[config.mk]
export PLATFORM = sky130hd
export DESIGN_NAME = packet_sequence_loss_monitor
export DESIGN_NICKNAME = d
export VERILOG_FILES = /design/src/psl_pkg.sv /design/src/packet_sequence_loss_monitor.sv /design/src/psl_track.sv /design/src/psl_out_stage.sv
export SDC_FILE = /design/constraint.sdc
export NUM_CORES = 1
export LEC_CHECK = 0
export BUFFER_PORTS_ARGS = -buffer_cell sky130_fd_sc_hd__buf_4
export CAP_MARGIN = 15
export CORE_ASPECT_RATIO = 1.5
export CORE_MARGIN = 1
export CORE_UTILIZATION = 49
export CTS_CLUSTER_DIAMETER = 100
export CTS_CLUSTER_SIZE = 10
export DETAILED_ROUTE_END_ITERATION = 16
export GPL_TIMING_DRIVEN = 0
export PLACE_DENSITY = 0.77
export SYNTH_ARGS = -nofsm -noshare
export SYNTH_HDL_FRONTEND = slang
export SYNTH_SLANG_ARGS = --single-unit
[constraint.sdc]
create_clock -name clk -period 36.8 [get_ports clk]
set_input_delay 3.68 -clock clk [delete_from_list [all_inputs] [get_ports clk]]
set_output_delay 3.68 -clock clk [all_outputs]
set_load 0.03 [all_outputs]
[src/psl_pkg.sv]
// Shared types, codes and helpers for the packet sequence loss monitor.
package psl_pkg;

	localparam int COUNT_WIDTH_DEF = 40;

	// Event kinds carried in the input sideband.
	localparam logic [1:0] MODE_PACKET   = 2'd0;
	localparam logic [1:0] MODE_FRAGMENT = 2'd1;
	localparam logic [1:0] MODE_CLEAR    = 2'd2;

	// Largest forward delta plus one; anything at or above is a reorder.
	localparam logic [31:0] FORWARD_LIMIT = 32'h7FFF_FFFF;

	localparam int IN_TDATA_W  = 96;
	localparam int IN_TUSER_W  = 3;
	localparam int OUT_TUSER_W = 2;
	// Fixed-width part of a result: two gaps, delta and missing count.
	localparam int MEAS_W      = 191;

	typedef struct packed {
		logic [1:0]  mode;
		logic [31:0] seq_number;
		logic [63:0] arrival_time_us;
		logic        is_physical;
	} psl_item_t;

	typedef struct packed {
		logic [63:0] packet_gap_us;
		logic [63:0] wire_gap_us;
		logic [31:0] seq_delta;
		logic [30:0] missing_now;
		logic        is_reordered;
		logic        is_duplicate;
	} psl_meas_t;

	// Elapsed time from a stored stamp; zero when there is no stamp or time ran back.
	function automatic logic [63:0] gap_since(logic [63:0] prev, logic [63:0] now);
		if (prev != 64'd0 && now >= prev) begin
			return now - prev;
		end
		return 64'd0;
	endfunction

endpackage

[src/packet_sequence_loss_monitor.sv]
// Top level of the packet sequence loss monitor: stream ports, input register, assertions.
//
// Receive events arrive one per beat on the s_axis side: a packet (sequence number,
// microsecond stamp, physical-datagram flag), a fragment, which only moves the
// wire-arrival stamp, or a clear. Every event gives exactly one result beat on the
// m_axis side, in order. A packet result carries the gap since the previous packet
// stamp, the gap since the previous wire stamp, the modulo 2^32 delta to the newest
// sequence seen, the packets inferred lost just before it, duplicate and reorder
// flags, and the saturating loss, reorder and duplicate totals after the event. A gap
// reads zero when no earlier stamp exists or time went backwards. Fragment results
// carry only the wire gap; clear, unused-kind and disabled results are all zero.
// The block takes one beat per clock cycle sustained while m_axis_tready stays high; a
// result beat is offered once its input beat has passed the input register and then
// the result register. The rate is set by the loop that reads and rewrites the
// tracking state: the 64-bit stamp subtracts and compares, the 32-bit delta and a
// counter add.
// Write the enable register only while no beat is in flight.
module packet_sequence_loss_monitor
	import psl_pkg::*;
#(
	parameter int COUNT_WIDTH = COUNT_WIDTH_DEF
) (
	input  logic                    clk,
	input  logic                    arst_n,
	// configuration
	input  logic                    cfg_wr_en,
	input  logic                    cfg_wr_data,   // enable
	// receive events
	input  logic                    s_axis_tvalid,
	output logic                    s_axis_tready,
	input  logic [IN_TDATA_W-1:0]   s_axis_tdata,  // seq_number[31:0], arrival_time_us[95:32]
	input  logic [IN_TUSER_W-1:0]   s_axis_tuser,  // mode[1:0], is_physical[2]
	// results
	output logic                    m_axis_tvalid,
	input  logic                    m_axis_tready,
	// packet_gap_us, wire_gap_us, seq_delta, missing_now, total_missing,
	// total_reordered, total_duplicates, then zero fill
	output logic [((MEAS_W + 3 * COUNT_WIDTH + 7) / 8) * 8 - 1:0] m_axis_tdata,
	output logic [OUT_TUSER_W-1:0]  m_axis_tuser   // is_reordered[0], is_duplicate[1]
);

	localparam int OUT_BITS    = MEAS_W + 3 * COUNT_WIDTH;
	localparam int OUT_TDATA_W = ((OUT_BITS + 7) / 8) * 8;
	localparam int STAGE_W     = OUT_TDATA_W + OUT_TUSER_W;

	logic                   enable_q;
	logic                   valid_s1;
	psl_item_t              item_s1;
	logic                   fire;
	logic                   out_in_ready;
	psl_meas_t              meas;
	logic [COUNT_WIDTH-1:0] total_missing, total_reordered, total_duplicates;
	logic [OUT_TDATA_W-1:0] res_tdata;
	logic [STAGE_W-1:0]     stage_out;

	// Hold the enable bit; the user must write it only while the block is idle, which the block itself does not enforce.
	always_ff @(posedge clk or negedge arst_n) begin
		if (!arst_n) begin
			enable_q <= 1'b0;
		end else if (cfg_wr_en) begin
			enable_q <= cfg_wr_data;
		end
	end

	// Input register: take a beat when empty or when the held one advances.
	assign fire          = valid_s1 && out_in_ready;
	assign s_axis_tready = !valid_s1 || out_in_ready;

	always_ff @(posedge clk or negedge arst_n) begin
		if (!arst_n) begin
			valid_s1 <= 1'b0;
		end else if (s_axis_tready) begin
			valid_s1 <= s_axis_tvalid;
		end
	end

	always_ff @(posedge clk) begin
		if (s_axis_tready && s_axis_tvalid) begin
			item_s1.mode            <= s_axis_tuser[1:0];
			item_s1.is_physical     <= s_axis_tuser[2];
			item_s1.seq_number      <= s_axis_tdata[31:0];
			item_s1.arrival_time_us <= s_axis_tdata[95:32];
		end
	end

	// Classify the held event and advance the tracking state when it moves on.
	psl_track #(
		.COUNT_WIDTH(COUNT_WIDTH)
	) u_track (
		.clk              (clk),
		.arst_n           (arst_n),
		.enable           (enable_q),
		.fire             (fire),
		.item             (item_s1),
		.meas             (meas),
		.total_missing    (total_missing),
		.total_reordered  (total_reordered),
		.total_duplicates (total_duplicates)
	);

	// Pack the result from the lowest bit up; zero fill to a whole byte.
	assign res_tdata = OUT_TDATA_W'({total_duplicates, total_reordered, total_missing,
		meas.missing_now, meas.seq_delta, meas.wire_gap_us, meas.packet_gap_us});

	psl_out_stage #(
		.DATA_W(STAGE_W)
	) u_out (
		.clk       (clk),
		.arst_n    (arst_n),
		.in_valid  (valid_s1),
		.in_ready  (out_in_ready),
		.in_data   ({meas.is_duplicate, meas.is_reordered, res_tdata}),
		.out_valid (m_axis_tvalid),
		.out_ready (m_axis_tready),
		.out_data  (stage_out)
	);

	assign m_axis_tdata = stage_out[OUT_TDATA_W-1:0];
	assign m_axis_tuser = stage_out[STAGE_W-1:OUT_TDATA_W];

	// A packet is never both a duplicate and a reorder.
	a_flags_exclusive: assert property (@(posedge clk) disable iff (!arst_n)
		m_axis_tvalid |-> !(m_axis_tuser[0] && m_axis_tuser[1]))
		else $error("duplicate and reorder flags both set");

	// Inferred loss only comes with forward progress, never with a flag.
	a_missing_no_flag: assert property (@(posedge clk) disable iff (!arst_n)
		(m_axis_tvalid && m_axis_tdata[190:160] != 31'd0) |-> (m_axis_tuser == 2'b00))
		else $error("missing count reported on a flagged packet");

	// A disabled event yields an all-zero result.
	a_disabled_zero: assert property (@(posedge clk) disable iff (!arst_n)
		(fire && !enable_q) |=> (m_axis_tdata == '0 && m_axis_tuser == '0))
		else $error("disabled event gave a nonzero result");

	// A held event stays until it moves into the result register.
	a_s1_hold: assert property (@(posedge clk) disable iff (!arst_n)
		(valid_s1 && !fire) |=> valid_s1)
		else $error("input register dropped an event");

endmodule

[src/psl_track.sv]
// Tracking state and per-event classification of the loss monitor.
module psl_track
	import psl_pkg::*;
#(
	parameter int COUNT_WIDTH = COUNT_WIDTH_DEF
) (
	input  logic                   clk,
	input  logic                   arst_n,
	input  logic                   enable,
	input  logic                   fire,
	input  psl_item_t              item,
	output psl_meas_t              meas,
	output logic [COUNT_WIDTH-1:0] total_missing,
	output logic [COUNT_WIDTH-1:0] total_reordered,
	output logic [COUNT_WIDTH-1:0] total_duplicates
);

	localparam int SUM_W = ((COUNT_WIDTH > 31) ? COUNT_WIDTH : 31) + 1;
	localparam logic [COUNT_WIDTH-1:0] CNT_MAX = {COUNT_WIDTH{1'b1}};

	logic                   seen_first_q, seen_first_d;
	logic [31:0]            newest_seq_q, newest_seq_d;
	logic [63:0]            arrival_stamp_q, arrival_stamp_d;
	logic [63:0]            wire_stamp_q, wire_stamp_d;
	logic [COUNT_WIDTH-1:0] missing_cnt_q, missing_cnt_d;
	logic [COUNT_WIDTH-1:0] reorder_cnt_q, reorder_cnt_d;
	logic [COUNT_WIDTH-1:0] dup_cnt_q, dup_cnt_d;

	logic [31:0]            delta;
	logic [30:0]            missing;
	logic [COUNT_WIDTH-1:0] missing_sat, reorder_sat, dup_sat;

	function automatic logic [COUNT_WIDTH-1:0] sat_add(logic [COUNT_WIDTH-1:0] cnt,
			logic [30:0] add);
		logic [SUM_W-1:0] sum;
		sum = SUM_W'(cnt) + SUM_W'(add);
		if (sum > SUM_W'(CNT_MAX)) begin
			return CNT_MAX;
		end
		return sum[COUNT_WIDTH-1:0];
	endfunction

	assign delta       = item.seq_number - newest_seq_q;
	assign missing     = 31'(delta - 32'd1);
	assign missing_sat = sat_add(missing_cnt_q, missing);
	assign reorder_sat = sat_add(reorder_cnt_q, 31'd1);
	assign dup_sat     = sat_add(dup_cnt_q, 31'd1);

	always_comb begin
		meas             = '0;
		total_missing    = '0;
		total_reordered  = '0;
		total_duplicates = '0;
		seen_first_d     = seen_first_q;
		newest_seq_d     = newest_seq_q;
		arrival_stamp_d  = arrival_stamp_q;
		wire_stamp_d     = wire_stamp_q;
		missing_cnt_d    = missing_cnt_q;
		reorder_cnt_d    = reorder_cnt_q;
		dup_cnt_d        = dup_cnt_q;
		if (enable) begin
			unique case (item.mode)
				MODE_FRAGMENT: begin
					meas.wire_gap_us = gap_since(wire_stamp_q, item.arrival_time_us);
					wire_stamp_d     = item.arrival_time_us;
				end
				MODE_CLEAR: begin
					seen_first_d    = 1'b0;
					newest_seq_d    = '0;
					arrival_stamp_d = '0;
					wire_stamp_d    = '0;
					missing_cnt_d   = '0;
					reorder_cnt_d   = '0;
					dup_cnt_d       = '0;
				end
				MODE_PACKET: begin
					if (item.is_physical) begin
						meas.wire_gap_us = gap_since(wire_stamp_q, item.arrival_time_us);
						wire_stamp_d     = item.arrival_time_us;
					end
					meas.packet_gap_us = gap_since(arrival_stamp_q, item.arrival_time_us);
					arrival_stamp_d    = item.arrival_time_us;
					if (!seen_first_q) begin
						seen_first_d = 1'b1;
						newest_seq_d = item.seq_number;
					end else begin
						meas.seq_delta = delta;
						if (delta == 32'd0) begin
							meas.is_duplicate = 1'b1;
							dup_cnt_d         = dup_sat;
						end else if (delta < FORWARD_LIMIT) begin
							meas.missing_now = missing;
							missing_cnt_d    = missing_sat;
							newest_seq_d     = item.seq_number;
						end else begin
							meas.is_reordered = 1'b1;
							reorder_cnt_d     = reorder_sat;
						end
					end
					total_missing    = missing_cnt_d;
					total_reordered  = reorder_cnt_d;
					total_duplicates = dup_cnt_d;
				end
				default: begin
				end
			endcase
		end
	end

	always_ff @(posedge clk or negedge arst_n) begin
		if (!arst_n) begin
			seen_first_q    <= 1'b0;
			newest_seq_q    <= '0;
			arrival_stamp_q <= '0;
			wire_stamp_q    <= '0;
			missing_cnt_q   <= '0;
			reorder_cnt_q   <= '0;
			dup_cnt_q       <= '0;
		end else if (fire) begin
			seen_first_q    <= seen_first_d;
			newest_seq_q    <= newest_seq_d;
			arrival_stamp_q <= arrival_stamp_d;
			wire_stamp_q    <= wire_stamp_d;
			missing_cnt_q   <= missing_cnt_d;
			reorder_cnt_q   <= reorder_cnt_d;
			dup_cnt_q       <= dup_cnt_d;
		end
	end

endmodule

[src/psl_out_stage.sv]
// Result register with handshake toward the output stream.
module psl_out_stage #(
	parameter int DATA_W = 8
) (
	input  logic              clk,
	input  logic              arst_n,
	input  logic              in_valid,
	output logic              in_ready,
	input  logic [DATA_W-1:0] in_data,
	output logic              out_valid,
	input  logic              out_ready,
	output logic [DATA_W-1:0] out_data
);

	logic              valid_s2;
	logic [DATA_W-1:0] data_s2;

	// Load a new result whenever the held one is gone or leaves this cycle.
	assign in_ready  = !valid_s2 || out_ready;
	assign out_valid = valid_s2;
	assign out_data  = data_s2;

	always_ff @(posedge clk or negedge arst_n) begin
		if (!arst_n) begin
			valid_s2 <= 1'b0;
		end else if (in_ready) begin
			valid_s2 <= in_valid;
		end
	end

	always_ff @(posedge clk) begin
		if (in_ready && in_valid) begin
			data_s2 <= in_data;
		end
	end

endmodule
==> run metrics, run 1 <==
Chip Width about 240 um; via count 37300; # rows 131; #FFs+latches synth 696; nets@finish between 5000 and 6000; Mapped Cells 4434; Worst path slowest cell nor3_1; total design power 3.37 mW; drt drc 0; H-tree Lvls 3; P_leak 20.3 nW; WHS Path Cells 1; synth warn 0; CTS Hold Bufs 0; RSZ-0062 raised after global routing no; run status complete, no violations; Root Buffer clkbuf_16; critical path type flop to flop; largest net degree at the start of global routing 116; share of cells above drive strength 1 12.5%; Starting Density 49.5%; Core ar. ~0.085 mm^2; DR WL/cell 23.8 um; CTS resizes 0; Worst setup SP type flop; GP Congestion 1.00; final wirelength 147000 um; area of the multi-input gates 0.0206 mm^2; FMAX 0.122 GHz; gr ovfl total 0; syn_nets around 4700; initial antenna violation count 12; HP Class flop to flop; FFs w/ async S/R, synth 40.8%; Yosys cell types 95; largest stage delay on the critical path roughly 640 ps; Setup TNS 0 ps; dpl hpwl about 110000 um; average cell area after synthesis 9.48 um^2; CTS tree built; WHS 490 ps; Initial DRC Count 3211; Reg2Reg Depth 25; vias in the first global route approximately 36000; Top FF cell, synth edfxtp_1; Clk Latency, worst-skew pair roughly 690 ps; final hold vios 0; post-synth top area cell edfxtp_1; Pre-antenna DRT Iters 8; Worst slew margin 13.0%; setup slack, reg-to-reg 28580 ps; final period utilization 22.3%; crit path time final 8220 ps; fill count between 7000 and 8000; Setup violations, final 0; clock skew 34.9 ps; register area share after synthesis 46.4%; Critical Path AT about 8600 ps; Sequential Area 0.0195 mm^2; Buffers on Ports 419; routed vias/inst around 6.1; share of the synthesized area in the top cell type 29.4%; Peak VDD IR 0.0447 mV; Final Max Tran Viols 0; Synth area leaders edfxtp_1, dfrtp_1, ha_1, a21oi_1, nand2_1; Slew @ Worst Pin roughly 1300 ps; Core Util, Final 57.9%; IO Count ~420; endpoint class of the critical path flop; worst-path maximum fanout 10; Clock Sinks 696; Die H 361 um; number of synthesized flops with an enable pin slightly above 400; required time worst endpoint about 37000 ps; placed cells approximately 6000; Max Cap Viol 0; Crit path top cell by count nor2_1; clock buffer depth 3; ANT nets after route 0; power per cell area roughly 69 mW/mm^2; die area 0.0869 mm^2; Mapped Area 0.0420 mm^2; clk slew on worst S/H paths 70 ps; CTS Buf Count between 70 and 80; post-layout instance count excluding filler cells a little over 6000; postcts setup bufs 0; All-Layer GR Usage about 33%; Area Overhead vs Synth 17.1%; first-pass GRT wire length 218000 um
==> cell families (layout without fill, tap and decap cells) <==
family / count (synthesis) / after routing / share of synthesized area (%)
compound gates: 1281 / 1281 / 20.1
xor+xnor: 189 / 189 / 3.96
fa+ha+maj: 206 / 206 / 6.21
buf+inv: 490 / 1071 / 4.62
flops: 696 / 696 / 46.4
mux: 21 / 21 / 0.518
other cells: 1 / 4 / 0.00893
simple gates: 1550 / 1550 / 18.3
==> critical path, delay by kind of cell, from the launching register on <==
family / cells / cell delay, ps
fa+ha+maj: 3 / 980
xor+xnor: 2 / 600
flops: 1 / 400
compound gates: 7 / 2340
simple gates: 10 / 3010
buf+inv: 3 / 560
==> placed cells by master, fill, tap and decap left out, types with 15 or more instances in the layout <==
master / count
o21a_1: 30
o21bai_1: 21
clkbuf_1: 262
nor3b_1: 16
mux2i_1: 15
a211oi_1: 93
o31ai_1: 17
a21o_1: 151
xor2_1: 89
a41o_1: 15
and3_1: 70
buf_2: 41
and2_1: 35
nor3_1: 115
a22o_1: 49
nand2b_1: 112
nand2_1: 403
xnor2_1: 99
nor4_1: 65
and4_1: 27
nor2_1: 388
dfrtp_1: 284
nand3_1: 98
a31oi_1: 39
or3_1: 29
inv_1: 231
a211o_1: 19
a311oi_1: 48
or2_2: 15
o211ai_1: 24
ha_1: 202
a21oi_1: 323
buf_4: 425
nand4_1: 73
nor2b_1: 56
o21ai_0: 298
edfxtp_1: 412
clkbuf_16: 81
==> cells in the mapped netlist, types with 14 or more instances <==
library cell	number
and4_1	27
a21oi_1	323
a41oi_1	14
a21o_1	151
or3_1	29
dfrtp_1	284
and3_1	70
o21a_1	30
a22o_1	49
xor2_1	89
inv_1	231
a2111oi_0	16
o21ai_0	298
nor4_1	65
nand2b_1	112
o2bb2ai_1	14
edfxtp_1	412
nor3_1	115
buf_2	38
nor2b_1	56
a41o_1	15
a311oi_1	48
a211oi_1	93
o21bai_1	21
nor2_1	388
o211ai_1	24
and2_1	36
xnor2_1	99
clkbuf_1	202
mux2i_1	15
o31ai_1	17
a211o_1	19
or2_2	15
nand4_1	73
nand3_1	98
nand2_1	403
nor3b_1	16
a31oi_1	39
ha_1	202
==> power breakdown <==
part           internal (mW)  switching, mW  leakage (nW)
Combinational          0.566           1.02          11.4
Clock                  0.415          0.332          1.11
Sequential             0.953         0.0888          7.86
==> state kept, by name, indices dropped and copies added (netlist names), 32 cells and up <==
register and cells:
item_s1 99, u_out.out_data 313, u_track.arrival_stamp_q 64, u_track.dup_cnt_q 40, u_track.missing_cnt_q 40, u_track.newest_seq_q 32
u_track.reorder_cnt_q 40, u_track.wire_stamp_q 64
==> cell type report <==
| type | count | share of cell area (%) |
|---|---|---|
| diodes | 3 | 0.0153 |
| plain buffers | 259 | 2.19 |
| clock inverters | 6 | 0.168 |
| multi-input cells | 3248 | 41.9 |
| repair buffers | 433 | 6.92 |
| clock buffers | 142 | 4.59 |
| inverters | 231 | 1.76 |
| well taps | 1130 | 2.87 |
| flip-flops and latches | 696 | 39.6 |
==> routing by layer <==
layer  GRT usage, %  part of all wire (%)
met1           37.3                    36
met2           57.2                    49
met3           5.71                   6.7
met4           23.9                   7.9
met5              0                 0.074
==> worst paths after layout <==
check | startpoint | to
max | item_s1[65] | u_out.out_data[206]
min | item_s1[92] | u_track.newest_seq_q[27]
max reg2reg | item_s1[65] | u_out.out_data[206]
min reg2reg | item_s1[92] | u_track.newest_seq_q[27]
max in group asynchronous | arst_n | u_track.arrival_stamp_q[18]
min in group asynchronous | arst_n | u_track.newest_seq_q[4]
==> through the flow <==
step,setup slack [ps],area [um^2]
6_report,28580,49200
5_1_grt,28140,49200
4_1_cts,28690,49200
3_5_place_dp,28710,46800
3_3_place_gp,13020,46600
2_1_floorplan,21110,42000
(Power assumes the default switching activity.)
==> run 2, diff against run 1 <==
==> constraint.sdc (replaced) <==
create_clock -name clk -period 8.2 [get_ports clk]
set_input_delay 0.82 -clock clk [delete_from_list [all_inputs] [get_ports clk]]
set_output_delay 0.82 -clock clk [all_outputs]
set_load 0.03 [all_outputs]
==> run metrics, run 2 (synthesis results as in run 1) <==
CTS tree built; Setup TNS 0 ps (unchanged); endpoint class of the critical path flop; final hold vios 0 (unchanged); crit path time final 7700 ps (-511 ps); vias in the first global route 36300 (+0.041%); FMAX 0.130 GHz (+6.6%); ANT nets after route 0 (unchanged); Core ar. 0.0849 mm^2 (unchanged); Clock Sinks 696 (unchanged); power per cell area 308 mW/mm^2 (+350%); via count 37200 (-0.12%); Initial DRC Count 3360 (+4.6%); highest metal used met5; largest net degree at the start of global routing 113 (-2.6%); met3 WL 10200 um (+3.8%); All-Layer GR Usage 33.2% (-0.21 points); Clk Latency, worst-skew pair 680 ps (about the same); Setup violations, final 0 (unchanged); Root Buffer clkbuf_16; Area Overhead vs Synth 17.1% (about the same); gr ovfl total 0 (unchanged); Peak VDD IR 0.186 mV (+320%); HP Class input pin to asynchronous set/reset pin; critical path type flop to flop; CTS Hold Bufs 0 (unchanged); required time worst endpoint 8590 ps (-28570 ps); Die H 361 um (unchanged); clock buffer depth 3 (unchanged); Slew @ Worst Pin 1260 ps (-34.8 ps); commonest non-fill, non-tap cell in the layout buf_4; run status complete, no violations; Sequential Area 0.0195 mm^2 (unchanged); GP Congestion 1.01 (+1.0%); H-tree Lvls 3 (unchanged); IO Count 421 (unchanged); Starting Density 49.5% (unchanged); worst-path maximum fanout 10 (unchanged); Worst slew margin 16.1% (+3.1 points); max reg flops 313 (unchanged); final wirelength 146000 um (-0.16%); routed vias/inst 6.06 (about the same); Critical Path AT 8090 ps (-480 ps); Pre-antenna DRT Iters 6 (-2); DR WL/cell 23.8 um (-0.11%); Chip Width 241 um (unchanged); Met2 Wirelength 71100 um (-1.2%); Buffers on Ports 419 (unchanged); WHS 100 ps (-390 ps); Worst setup SP type flop; nets@finish 5256 (-0.057%); Final Max Tran Viols 0 (unchanged); RSZ-0062 raised after global routing no; fill count 7508 (-0.46%); # rows 131 (unchanged); most frequent cells in the layout buf_4, edfxtp_1, nand2_1; dpl hpwl 112000 um (about the same); Max Cap Viol 0 (unchanged); drt drc 0 (unchanged); P_leak 20.3 nW (about the same); met1 WL 53000 um (-0.23%); share of cells above drive strength 1 12.7% (+0.11 points); die area 0.0869 mm^2 (unchanged); final period utilization 94.0% (+72 points); clock skew 26.0 ps (-8.96 ps); first-pass GRT wire length 217000 um (-0.44%); clk slew on worst S/H paths 60 ps (about the same); CTS Buf Count 79 (unchanged); area of the multi-input gates 0.0206 mm^2 (+0.11%); initial antenna violation count 9 (-3)
-- run 2: changes by cell type in the layout (fill, tap and decap cells not counted), sizes merged --
| cell | delta |
|---|---|
| inv | -2 |
| diode | +3 |
| clkinv | +1 |
| clkbuf | -4 |
| clkdlybuf4s18 | -1 |
-- run 2: critical path: stages, from the launching register on --
cell	delay [ps]
edfxtp_1	390
inv_1	80
ha_1	300
inv_1	100
fa_1	430
a211oi_1	360
o21ai_0	250
a31oi_2	420
a211oi_1	250
a211oi_1	230
nand4_1	280
or2_2	370
clkbuf_1	170
nor4_1	360
xnor2_1	250
ha_1	470
nand2_1	70
o21ai_0	220
a31oi_1	110
o21ai_0	210
a31oi_2	90
o211ai_1	310
o41a_1	350
nand2_1	330
clkbuf_1	360
a311oi_1	640
-- run 2: per-stage QoR --
step | instance area [um^2] | utilization (%) | total power [mW] | std cells | setup slack, ps
6_report | 49200 | 57.9 | 15.2 | 6145 | 496
2_1_floorplan | 42000 | - | 9.61 | 4434 | 958
4_1_cts | 49200 | 57.9 | 15.0 | 6140 | 107
3_5_place_dp | 46800 | 55.1 | 11.7 | 5995 | 148
3_3_place_gp | 46600 | 54.9 | 11.6 | 5983 | -3360
5_1_grt | 49200 | 57.9 | 16.0 | 6139 | 51.7
-- run 2: path summary, 6_finish.rpt --
path / cells after the start / from / end / slack (ps)
min reg2reg: 1 / u_track.newest_seq_q[9] / u_track.newest_seq_q[9] / 500
max reg2reg: 25 / item_s1[65] / u_out.out_data[193] / 500
min in group clk: 1 / s_axis_tdata[20] / item_s1[85] / 320
max: 25 / item_s1[65] / u_out.out_data[193] / 500
min: 1 / arst_n / u_track.missing_cnt_q[0] / 100
max in group asynchronous: 3 / arst_n / u_track.arrival_stamp_q[13] / 6520
-- run 2: final cells by class --
cell class | count | share of cell area [%]
Tap cell | 1130 | 2.87
Clock buffer | 140 | 4.61
Multi-Input combinational cell | 3248 | 41.9
Sequential cell | 696 | 39.6
Timing Repair Buffer | 432 | 6.84
Inverter | 231 | 1.76
Buffer | 257 | 2.19
Antenna cell | 6 | 0.0305
Clock inverter | 5 | 0.165
-- run 2: metal layers --
layer | track usage [%] | up-vias
met4 | 25.0 | 8
li1 | - | 17300
met5 | 0 | -
met3 | 5.70 | 494
met1 | 36.8 | 17700
met2 | 56.6 | 1659
-- run 2: power breakdown --
group          leakage [nW]  switching, mW  internal [mW]
logic                  11.4           4.59           2.54
clock network          1.12           1.48           1.88
registers              7.86          0.389           4.28
-- run 2: repair_timing --
action | 4_1_cts | 5_1_grt
endpoints found under the setup margin | 0 | 34
setup buffers | 0 | 0
resized for setup | 0 | 7
